[src/rtl/core/jta_pkg.sv]
package jta_pkg;

  localparam int LOG_CAPACITY_DEF = 32;
  localparam logic [6:0] OPEN_MAX = 7'd127;

  localparam logic [31:0] LOG_START_RST     = 32'd2;
  localparam logic [6:0]  LOG_AREA_SIZE_RST = 7'd33;
  localparam logic [5:0]  MAX_OP_BLOCKS_RST = 6'd10;

  typedef enum logic [1:0] {
    OP_BEGIN = 2'd0,
    OP_END   = 2'd1,
    OP_WRITE = 2'd2,
    OP_DONE  = 2'd3
  } op_t;

  typedef enum logic [3:0] {
    RS_GRANTED      = 4'd0,
    RS_WAIT         = 4'd1,
    RS_RELEASED     = 4'd2,
    RS_COMMIT_EMPTY = 4'd3,
    RS_COMMIT_BLOCK = 4'd4,
    RS_ADDED        = 4'd5,
    RS_ABSORBED     = 4'd6,
    RS_DONE_OK      = 4'd7,
    RS_TOO_BIG      = 4'd8,
    RS_OUTSIDE      = 4'd9,
    RS_END_COMMIT   = 4'd10,
    RS_NO_COMMIT    = 4'd11,
    RS_UNBALANCED   = 4'd12
  } status_t;

  typedef enum logic [1:0] {
    REG_LOG_START     = 2'd0,
    REG_LOG_AREA_SIZE = 2'd1,
    REG_MAX_OP_BLOCKS = 2'd2
  } reg_idx_t;

  typedef enum logic [1:0] {
    S_IDLE,
    S_SEARCH,
    S_EMIT_RD,
    S_EMIT_WAIT
  } state_t;

  typedef struct packed {
    logic [31:0] log_start;
    logic [6:0]  log_area_size;
    logic [5:0]  max_op_blocks;
  } cfg_t;

  typedef struct packed {
    logic committing;
    logic busy;
  } ctrl_stat_t;

endpackage

[src/rtl/core/jta_req_if.sv]
interface jta_req_if;
  logic        valid;
  logic        ready;
  logic [1:0]  operation;
  logic [31:0] block_number;

  modport source(output valid, output operation, output block_number, input ready);
  modport sink(input valid, input operation, input block_number, output ready);
endinterface

[src/rtl/core/jta_rsp_if.sv]
interface jta_rsp_if;
  logic        valid;
  logic        ready;
  logic [3:0]  status;
  logic [31:0] home_block;
  logic [5:0]  slot_index;
  logic [31:0] log_address;
  logic        pin_request;
  logic        last;

  modport source(output valid, output status, output home_block, output slot_index,
                 output log_address, output pin_request, output last, input ready);
  modport sink(input valid, input status, input home_block, input slot_index,
               input log_address, input pin_request, input last, output ready);
endinterface

[src/rtl/core/jta_log_ram.sv]
module jta_log_ram #(
  parameter int DEPTH  = 32,
  parameter int ADDR_W = 5
) (
  input  logic              clk,
  input  logic              we,
  input  logic [ADDR_W-1:0] waddr,
  input  logic [31:0]       wdata,
  input  logic              re,
  input  logic [ADDR_W-1:0] raddr,
  output logic [31:0]       rdata
);

  logic [31:0] mem [DEPTH];

  always_ff @(posedge clk) begin
    if (we) begin
      mem[waddr] <= wdata;
    end
  end

  // Read data holds while no read is issued.
  always_ff @(posedge clk) begin
    if (re) begin
      rdata <= mem[raddr];
    end
  end

endmodule

[src/rtl/core/jta_ctrl.sv]
module jta_ctrl #(
  parameter int LOG_CAPACITY = jta_pkg::LOG_CAPACITY_DEF,
  parameter int SLOT_W       = $clog2(LOG_CAPACITY)
) (
  input  logic                    clk,
  input  logic                    rst,
  jta_req_if.sink                 req,
  jta_rsp_if.source               rsp,
  input  jta_pkg::cfg_t           cfg,
  output logic                    mem_we,
  output logic [SLOT_W-1:0]       mem_waddr,
  output logic [31:0]             mem_wdata,
  output logic                    mem_re,
  output logic [SLOT_W-1:0]       mem_raddr,
  input  logic [31:0]             mem_rdata,
  output jta_pkg::ctrl_stat_t     stat
);

  import jta_pkg::*;

  localparam int CNT_W = $clog2(LOG_CAPACITY + 1);

  state_t            state, state_next;
  logic [6:0]        open_ops;
  logic              committing;
  logic [CNT_W-1:0]  count;
  logic [31:0]       blk_reg;
  logic [CNT_W-1:0]  srch_idx;
  logic              cmp_pend;
  logic [SLOT_W-1:0] cmp_idx;
  logic [CNT_W-1:0]  emit_idx;

  logic              out_valid;
  status_t           out_status;
  logic [31:0]       out_home;
  logic [5:0]        out_slot;
  logic [31:0]       out_addr;
  logic              out_pin;
  logic              out_last;

  logic              accept, out_free;
  op_t               op;
  logic [7:0]        open_plus;
  logic [13:0]       prod;
  logic [14:0]       need;
  logic              table_full, issue_now, hit, emit_last;

  logic              ld, ld_has_addr, ld_pin, ld_last;
  status_t           ld_status;
  logic [31:0]       ld_home;
  logic [SLOT_W-1:0] ld_slot;
  logic              open_inc, open_dec, commit_set, commit_clr, cnt_inc, cnt_clr;
  logic              srch_start, emit_adv;

  assign out_free  = !out_valid || rsp.ready;
  assign req.ready = (state == S_IDLE) && out_free;
  assign accept    = req.valid && req.ready;
  assign op        = op_t'(req.operation);

  // Worst-case space with one more operation open.
  assign open_plus  = {1'b0, open_ops} + 8'd1;
  assign prod       = 14'(open_plus) * 14'(cfg.max_op_blocks);
  assign need       = 15'(prod) + 15'(count);
  assign table_full = (count >= CNT_W'(LOG_CAPACITY)) ||
                      ((8'(count) + 8'd1) >= 8'(cfg.log_area_size));

  assign issue_now = srch_idx < count;
  assign hit       = cmp_pend && (mem_rdata == blk_reg);
  assign emit_last = (emit_idx + CNT_W'(1)) == count;

  always_comb begin
    ld          = 1'b0;
    ld_status   = RS_GRANTED;
    ld_home     = '0;
    ld_slot     = '0;
    ld_has_addr = 1'b0;
    ld_pin      = 1'b0;
    ld_last     = 1'b1;
    mem_re      = 1'b0;
    mem_raddr   = srch_idx[SLOT_W-1:0];
    mem_we      = 1'b0;
    open_inc    = 1'b0;
    open_dec    = 1'b0;
    commit_set  = 1'b0;
    commit_clr  = 1'b0;
    cnt_inc     = 1'b0;
    cnt_clr     = 1'b0;
    srch_start  = 1'b0;
    emit_adv    = 1'b0;
    case (state)
      S_IDLE: begin
        if (accept) begin
          case (op)
            OP_BEGIN: begin
              ld = 1'b1;
              if (committing || open_ops == OPEN_MAX || need > 15'(LOG_CAPACITY)) begin
                ld_status = RS_WAIT;
              end else begin
                ld_status = RS_GRANTED;
                open_inc  = 1'b1;
              end
            end
            OP_END: begin
              if (committing) begin
                ld        = 1'b1;
                ld_status = RS_END_COMMIT;
              end else if (open_ops == '0) begin
                ld        = 1'b1;
                ld_status = RS_UNBALANCED;
              end else begin
                open_dec = 1'b1;
                if (open_ops != 7'd1) begin
                  ld        = 1'b1;
                  ld_status = RS_RELEASED;
                end else if (count == '0) begin
                  ld        = 1'b1;
                  ld_status = RS_COMMIT_EMPTY;
                end else begin
                  commit_set = 1'b1;
                end
              end
            end
            OP_WRITE: begin
              if (table_full) begin
                ld        = 1'b1;
                ld_status = RS_TOO_BIG;
              end else if (open_ops == '0) begin
                ld        = 1'b1;
                ld_status = RS_OUTSIDE;
              end else begin
                srch_start = 1'b1;
              end
            end
            OP_DONE: begin
              ld = 1'b1;
              if (!committing) begin
                ld_status = RS_NO_COMMIT;
              end else begin
                ld_status  = RS_DONE_OK;
                cnt_clr    = 1'b1;
                commit_clr = 1'b1;
              end
            end
            default: begin
              ld = 1'b0;
            end
          endcase
        end
      end
      S_SEARCH: begin
        mem_re    = issue_now;
        mem_raddr = srch_idx[SLOT_W-1:0];
        if (hit) begin
          ld          = 1'b1;
          ld_status   = RS_ABSORBED;
          ld_home     = blk_reg;
          ld_slot     = cmp_idx;
          ld_has_addr = 1'b1;
        end else if (!issue_now) begin
          ld          = 1'b1;
          ld_status   = RS_ADDED;
          ld_home     = blk_reg;
          ld_slot     = count[SLOT_W-1:0];
          ld_has_addr = 1'b1;
          ld_pin      = 1'b1;
          mem_we      = 1'b1;
          cnt_inc     = 1'b1;
        end
      end
      S_EMIT_RD: begin
        mem_re    = 1'b1;
        mem_raddr = emit_idx[SLOT_W-1:0];
      end
      S_EMIT_WAIT: begin
        if (out_free) begin
          ld          = 1'b1;
          ld_status   = RS_COMMIT_BLOCK;
          ld_home     = mem_rdata;
          ld_slot     = emit_idx[SLOT_W-1:0];
          ld_has_addr = 1'b1;
          ld_last     = emit_last;
          if (!emit_last) begin
            mem_re    = 1'b1;
            mem_raddr = SLOT_W'(emit_idx + CNT_W'(1));
            emit_adv  = 1'b1;
          end
        end
      end
      default: begin
        ld = 1'b0;
      end
    endcase
  end

  assign mem_waddr = count[SLOT_W-1:0];
  assign mem_wdata = blk_reg;

  always_comb begin
    state_next = state;
    case (state)
      S_IDLE: begin
        if (srch_start) begin
          state_next = S_SEARCH;
        end else if (commit_set) begin
          state_next = S_EMIT_RD;
        end
      end
      S_SEARCH: begin
        if (hit || !issue_now) begin
          state_next = S_IDLE;
        end
      end
      S_EMIT_RD: begin
        state_next = S_EMIT_WAIT;
      end
      S_EMIT_WAIT: begin
        if (out_free && emit_last) begin
          state_next = S_IDLE;
        end
      end
      default: begin
        state_next = S_IDLE;
      end
    endcase
  end

  always_ff @(posedge clk) begin
    if (rst) begin
      state      <= S_IDLE;
      open_ops   <= '0;
      committing <= 1'b0;
      count      <= '0;
      cmp_pend   <= 1'b0;
      out_valid  <= 1'b0;
    end else begin
      state <= state_next;
      if (open_inc) begin
        open_ops <= open_ops + 7'd1;
      end else if (open_dec) begin
        open_ops <= open_ops - 7'd1;
      end
      if (commit_set) begin
        committing <= 1'b1;
      end else if (commit_clr) begin
        committing <= 1'b0;
      end
      if (cnt_clr) begin
        count <= '0;
      end else if (cnt_inc) begin
        count <= count + CNT_W'(1);
      end
      if (srch_start) begin
        cmp_pend <= 1'b0;
      end else if (state == S_SEARCH) begin
        cmp_pend <= issue_now;
      end
      if (ld) begin
        out_valid <= 1'b1;
      end else if (rsp.ready) begin
        out_valid <= 1'b0;
      end
    end
  end

  always_ff @(posedge clk) begin
    if (srch_start) begin
      blk_reg  <= req.block_number;
      srch_idx <= '0;
    end else if (state == S_SEARCH) begin
      cmp_idx <= srch_idx[SLOT_W-1:0];
      if (issue_now) begin
        srch_idx <= srch_idx + CNT_W'(1);
      end
    end
    if (commit_set) begin
      emit_idx <= '0;
    end else if (emit_adv) begin
      emit_idx <= emit_idx + CNT_W'(1);
    end
    if (ld) begin
      out_status <= ld_status;
      out_home   <= ld_home;
      out_slot   <= 6'(ld_slot);
      out_addr   <= ld_has_addr ? (cfg.log_start + 32'(ld_slot) + 32'd1) : 32'd0;
      out_pin    <= ld_pin;
      out_last   <= ld_last;
    end
  end

  assign rsp.valid       = out_valid;
  assign rsp.status      = out_status;
  assign rsp.home_block  = out_home;
  assign rsp.slot_index  = out_slot;
  assign rsp.log_address = out_addr;
  assign rsp.pin_request = out_pin;
  assign rsp.last        = out_last;

  assign stat.committing = committing;
  assign stat.busy       = state != S_IDLE;

endmodule

[src/rtl/core/journal_transaction_admission_core.sv]
// Transaction admission controller of a write-ahead journal.
// The req channel carries one word per request: an operation (begin, end,
// record write, commit done) and a home block number used by record writes.
// The rsp channel returns status words; every request yields exactly one
// word except an end that starts a commit, which yields one word per logged
// block, in slot order, with last set on the final one.
// The configuration port (cfg_we, cfg_index, cfg_data) writes log_start,
// log_area_size and max_op_blocks; write it only while the block is idle.
// Begin, end, commit done and rejected writes answer in the cycle after
// acceptance. A record write scans the block table through the log
// memory at one entry per cycle, and its word follows the scan. A commit
// reads its first block in the emit-read state and offers it from the
// emit-wait state; the rest follow at one word per cycle from the same
// memory while the receiver takes them.
// Requests are taken one at a time; req.ready is high only while the
// controller is idle and the output register is empty or being emptied.
// When the receiver stalls, the pending word holds in the output register
// and commit emission pauses until it is taken.
// Reset clears the counters, the committing flag and the output register,
// and restores the configuration defaults. The table needs no clearing pass.
module journal_transaction_admission_core #(
  parameter int LOG_CAPACITY = jta_pkg::LOG_CAPACITY_DEF
) (
  input  logic        clk,
  input  logic        rst,
  jta_req_if.sink     req,
  jta_rsp_if.source   rsp,
  input  logic        cfg_we,
  input  logic [1:0]  cfg_index,
  input  logic [31:0] cfg_data
);

  import jta_pkg::*;

  localparam int SLOT_W = $clog2(LOG_CAPACITY);

  cfg_t              cfg;
  ctrl_stat_t        stat;
  logic              mem_we, mem_re;
  logic [SLOT_W-1:0] mem_waddr, mem_raddr;
  logic [31:0]       mem_wdata, mem_rdata;

  // Configuration registers; an index beyond the list is ignored.
  always_ff @(posedge clk) begin
    if (rst) begin
      cfg.log_start     <= LOG_START_RST;
      cfg.log_area_size <= LOG_AREA_SIZE_RST;
      cfg.max_op_blocks <= MAX_OP_BLOCKS_RST;
    end else if (cfg_we) begin
      case (cfg_index)
        REG_LOG_START:     cfg.log_start     <= cfg_data;
        REG_LOG_AREA_SIZE: cfg.log_area_size <= cfg_data[6:0];
        REG_MAX_OP_BLOCKS: cfg.max_op_blocks <= cfg_data[5:0];
        default: begin
          cfg <= cfg;
        end
      endcase
    end
  end

  jta_ctrl #(
    .LOG_CAPACITY(LOG_CAPACITY),
    .SLOT_W(SLOT_W)
  ) u_ctrl (
    .clk(clk),
    .rst(rst),
    .req(req),
    .rsp(rsp),
    .cfg(cfg),
    .mem_we(mem_we),
    .mem_waddr(mem_waddr),
    .mem_wdata(mem_wdata),
    .mem_re(mem_re),
    .mem_raddr(mem_raddr),
    .mem_rdata(mem_rdata),
    .stat(stat)
  );

  jta_log_ram #(
    .DEPTH(LOG_CAPACITY),
    .ADDR_W(SLOT_W)
  ) u_log_ram (
    .clk(clk),
    .we(mem_we),
    .waddr(mem_waddr),
    .wdata(mem_wdata),
    .re(mem_re),
    .raddr(mem_raddr),
    .rdata(mem_rdata)
  );

  // A commit block word can only be on the output while a commit runs.
  a_block_in_commit: assert property (@(posedge clk) disable iff (rst)
    rsp.valid && rsp.status == RS_COMMIT_BLOCK |-> stat.committing)
    else $error("commit block word outside a commit");

  // A commit starts only on an accepted end request.
  a_commit_start: assert property (@(posedge clk) disable iff (rst)
    $rose(stat.committing) |->
      $past(req.valid && req.ready && req.operation == OP_END))
    else $error("commit started without an end request");

  // Pinning is requested only for a newly added block.
  a_pin_added: assert property (@(posedge clk) disable iff (rst)
    rsp.valid && rsp.pin_request |-> rsp.status == RS_ADDED)
    else $error("pin request on a word that did not add a block");

  // Nothing is offered or in progress right after reset.
  a_reset_quiet: assert property (@(posedge clk) disable iff (rst)
    $past(rst) |-> !rsp.valid && !stat.busy)
    else $error("activity right after reset");

endmodule

[src/flat_wrapper.sv]
// flat-port wrapper written by rule: the top's interface ports become plain ports
module journal_transaction_admission_core_flat import jta_pkg::*;
#(
  parameter int LOG_CAPACITY = jta_pkg::LOG_CAPACITY_DEF
)
  (clk, rst, cfg_we, cfg_index, cfg_data, req_valid, req_operation, req_block_number, req_ready, rsp_valid, rsp_status, rsp_home_block, rsp_slot_index, rsp_log_address, rsp_pin_request, rsp_last, rsp_ready);
  jta_req_if req_i ();
  jta_rsp_if rsp_i ();
  input  logic clk;
  input  logic rst;
  input  logic cfg_we;
  input  logic [1:0] cfg_index;
  input  logic [31:0] cfg_data;
  input wire logic [$bits(req_i.valid)-1:0] req_valid;
  input wire logic [$bits(req_i.operation)-1:0] req_operation;
  input wire logic [$bits(req_i.block_number)-1:0] req_block_number;
  output wire logic [$bits(req_i.ready)-1:0] req_ready;
  output wire logic [$bits(rsp_i.valid)-1:0] rsp_valid;
  output wire logic [$bits(rsp_i.status)-1:0] rsp_status;
  output wire logic [$bits(rsp_i.home_block)-1:0] rsp_home_block;
  output wire logic [$bits(rsp_i.slot_index)-1:0] rsp_slot_index;
  output wire logic [$bits(rsp_i.log_address)-1:0] rsp_log_address;
  output wire logic [$bits(rsp_i.pin_request)-1:0] rsp_pin_request;
  output wire logic [$bits(rsp_i.last)-1:0] rsp_last;
  input wire logic [$bits(rsp_i.ready)-1:0] rsp_ready;
  assign req_i.valid = req_valid;
  assign req_i.operation = req_operation;
  assign req_i.block_number = req_block_number;
  assign req_ready = req_i.ready;
  assign rsp_valid = rsp_i.valid;
  assign rsp_status = rsp_i.status;
  assign rsp_home_block = rsp_i.home_block;
  assign rsp_slot_index = rsp_i.slot_index;
  assign rsp_log_address = rsp_i.log_address;
  assign rsp_pin_request = rsp_i.pin_request;
  assign rsp_last = rsp_i.last;
  assign rsp_i.ready = rsp_ready;
  journal_transaction_admission_core #(.LOG_CAPACITY(LOG_CAPACITY)) u_core (.clk(clk), .rst(rst), .req(req_i), .rsp(rsp_i), .cfg_we(cfg_we), .cfg_index(cfg_index), .cfg_data(cfg_data));
endmodule
[config.mk]
export PLATFORM = sky130hd
export DESIGN_NAME = journal_transaction_admission_core_flat
export DESIGN_NICKNAME = d
export VERILOG_FILES = /design/src/rtl/core/jta_pkg.sv /design/src/rtl/core/jta_req_if.sv /design/src/rtl/core/jta_rsp_if.sv /design/src/rtl/core/jta_log_ram.sv /design/src/rtl/core/jta_ctrl.sv /design/src/rtl/core/journal_transaction_admission_core.sv /design/src/flat_wrapper.sv
export SDC_FILE = /design/constraint.sdc
export NUM_CORES = 2
export LEC_CHECK = 0
export BUFFER_PORTS_ARGS = -buffer_cell sky130_fd_sc_hd__buf_4
export CORE_ASPECT_RATIO = 0.5
export CORE_MARGIN = 2
export CORE_UTILIZATION = 55
export CTS_BUF_LIST = sky130_fd_sc_hd__clkbuf_8 sky130_fd_sc_hd__clkbuf_16
export DETAILED_ROUTE_END_ITERATION = 16
export PLACE_DENSITY = 0.72
export SLEW_MARGIN = 20
export SYNTH_ARGS = -nofsm -noshare
export SYNTH_HDL_FRONTEND = slang
export SYNTH_HIERARCHICAL = 1
export SYNTH_SLANG_ARGS = --single-unit
[constraint.sdc]
create_clock -name clk -period 9.9 [get_ports clk]
set_input_delay 1.485 -clock clk [delete_from_list [all_inputs] [get_ports clk]]
set_output_delay 1.485 -clock clk [all_outputs]
set_load 0.05 [all_outputs]
==> run metrics <==
Starting Density 55.74%; outcome finished, final reports clean; MaxCap Viol Count 0; startpoint type of the worst setup path register; die area 97290 um2; CTS sink cnt 1243; Post-Syn Area per Cell 15.61 um2; # DRC 0; DR WL/cell 28.27 um; footprint of the multi-input gates 14580 um2; CP Max Fanout 12; via count 30600; CTS HTree Levels 3; placed cells 4629; Slew @ Worst Pin 1.158 ns; I/O pins 151; chip height 221.6 um; starting DRC count in detailed routing 3835; clock-pin slew on the worst setup and hold paths 0.07 ns; max frequency 148.4 MHz; syn nets 3504; Fin. Hold Viols 0; number of global-route vias before repair 29350; initial antenna violation count 0; Critical Path, Cell by Cell ha_1 > nand3_1 > xnor2_1 > nor2b_1 > fa_1 > inv_1 > fa_1 > inv_1 > fa_1 > inv_1 > fa_1 > inv_1 > ha_1 > a211oi_1 > o22ai_1 > xor2_1 > a31oi_1 > nand4_1 > nor4_4 > mux2i_1 > xor2_1 > nor2_1; global-route wire length before repair 197800 um; GR Util All Layers 27.93%; HPWL Detailed 68700 um; Util after Layout 62.31%; CP max stage cell nor4_4; period utilization 68.09%; RePlAce Congestion 0.8503; power density over the cells 237.4 nW/um2; Layout Skew 0.04554 ns; yosys warns 6; Crit path buffers/inverters 4; Bufs on Longest Clock Path 3; drt total wl 136400 um; setup_tns 0 ns; Critical Path End Type register; ANT nets after route 0; Die Wd 439.1 um; Clock Latency Late Sink 0.72 ns; GRT overflow 0; Seq. cell area 36580 um2; Static Leak 19.95 nW; antenna cells 0; drt pass-1 iters 7; worst min path class reg -> reg; clock root cell clkbuf_16; CTS tree yes; crit path DAT 7.29 ns; row count 79; IO buf count 149; RSZ-0062 raised after global routing no; core region area 93410 um2; post-synthesis instance area 52060 um2; critical path's largest stage delay 0.70 ns; Post-CTS Setup Bufs 0; min cycle time layout 6.741 ns; fill count 6644; Final setup viols 0; hold_buf cts 0; crit-path leading delay family adder cells; final net count 3656; Worst VDD drop 0.0002747 V; required time worst endpoint 10.45 ns; non-filler cells, final 4826; crit path kind reg -> reg; total CTS buffers 107; Slew Limit Fails 0; Slew HR 22.79%; drt via density 6.340; synthesis-to-finish area growth 11.79%; largest net degree at the start of global routing 134; Cells after Synth 3335; share of cells above drive strength 1 12.15%; post-CTS sizing 0
[through the flow]
stage | hold WS (ns) | power (mW) | instance area (um2) | setup slack (ns)
floorplan | 0.4487 | 8.747 | 52060 | 4.168
global placement | 0.4682 | 9.644 | 54650 | 3.403
detailed placement | 0.4688 | 9.695 | 54650 | 3.338
CTS | 0.4817 | 13.81 | 58130 | 3.302
global route | 0.4956 | 14.30 | 58200 | 2.821
finish | 0.4785 | 13.82 | 58200 | 3.159
[placed cells by master (no fill, tap or decap), drive strengths merged, types with 46 or more instances in the layout]
cell type and n:
a21oi 124, a22o 97, a22oi 101, buf 219
clkbuf 116, clkinv 46, dfxtp 75, edfxtp 1168
ha 67, inv 80, mux2i 564, nand2 153
nand2b 82, nand3 122, nor2 133, nor3 46
xnor2 50, xor2 51
[final timing paths]
path / start / to / slack [ns] / cells past startpoint
setup reg to reg: u_core/u_ctrl/open_ops[0] / u_core/u_ctrl/open_ops[2] / 3.16 / 22
setup / recovery: u_core/u_ctrl/open_ops[0] / u_core/u_ctrl/open_ops[2] / 3.16 / 22
hold / removal: u_core/cfg[8] / u_core/cfg[8] / 0.48 / 2
hold reg to reg: u_core/cfg[8] / u_core/cfg[8] / 0.48 / 2
[worst register-to-register path: cells and delay by family (launching register included)]
| family | cells | cell delay (ns) |
|---|---|---|
| buf+inv | 4 | 0.22 |
| fa+ha+maj | 6 | 2.74 |
| simple gates | 5 | 1.32 |
| flops | 1 | 0.52 |
| compound gates | 3 | 0.66 |
| xor+xnor | 3 | 0.87 |
| mux | 1 | 0.29 |
[flip-flops by register name (all words and copies together), names as in the netlist, 2 cells and up]
signal,count
u_core/cfg,45
u_core/u_log_ram/mem,1024
u_core/u_log_ram/rdata,32
u_core/u_ctrl/cmp_idx,5
u_core/u_ctrl/rsp.home_block,32
u_core/u_ctrl/rsp.status,4
u_core/u_ctrl/rsp.slot_index,5
u_core/u_ctrl/mem_wdata,32
u_core/u_ctrl/emit_idx,6
u_core/u_ctrl/rsp.log_address,32
u_core/u_ctrl/state,2
u_core/u_ctrl/count,6
u_core/u_ctrl/srch_idx,6
u_core/u_ctrl/open_ops,7
[final cells by class]
cell class	instances	share of cell area, %
repair buffers	220	3.035
multi-input cells	1855	25.06
clock inverters	78	1.114
inverters	60	0.3870
well taps	1255	2.698
clock buffers	115	4.867
flip-flops and latches	1243	62.84
[routing by layer]
metal / wire (um) / GRT usage, % / share of wire [%] / up-vias
li1: - / - / - / 13060
met1: 55540 / 41.79 / 41 / 15570
met2: 61760 / 42.39 / 45 / 1717
met3: 15740 / 5.708 / 12 / 249
met4: 3389 / 6.441 / 2.5 / 0
met5: 0 / 0 / 0 / -
[power by group]
| group | leakage (nW) | switching [mW] | internal, mW |
|---|---|---|---|
| registers | 11.2 | 0.115 | 5.94 |
| logic | 7.01 | 2.31 | 1.30 |
| clock network | 1.77 | 1.88 | 2.27 |
No activity file was read; power rests on OpenSTA's default activity.
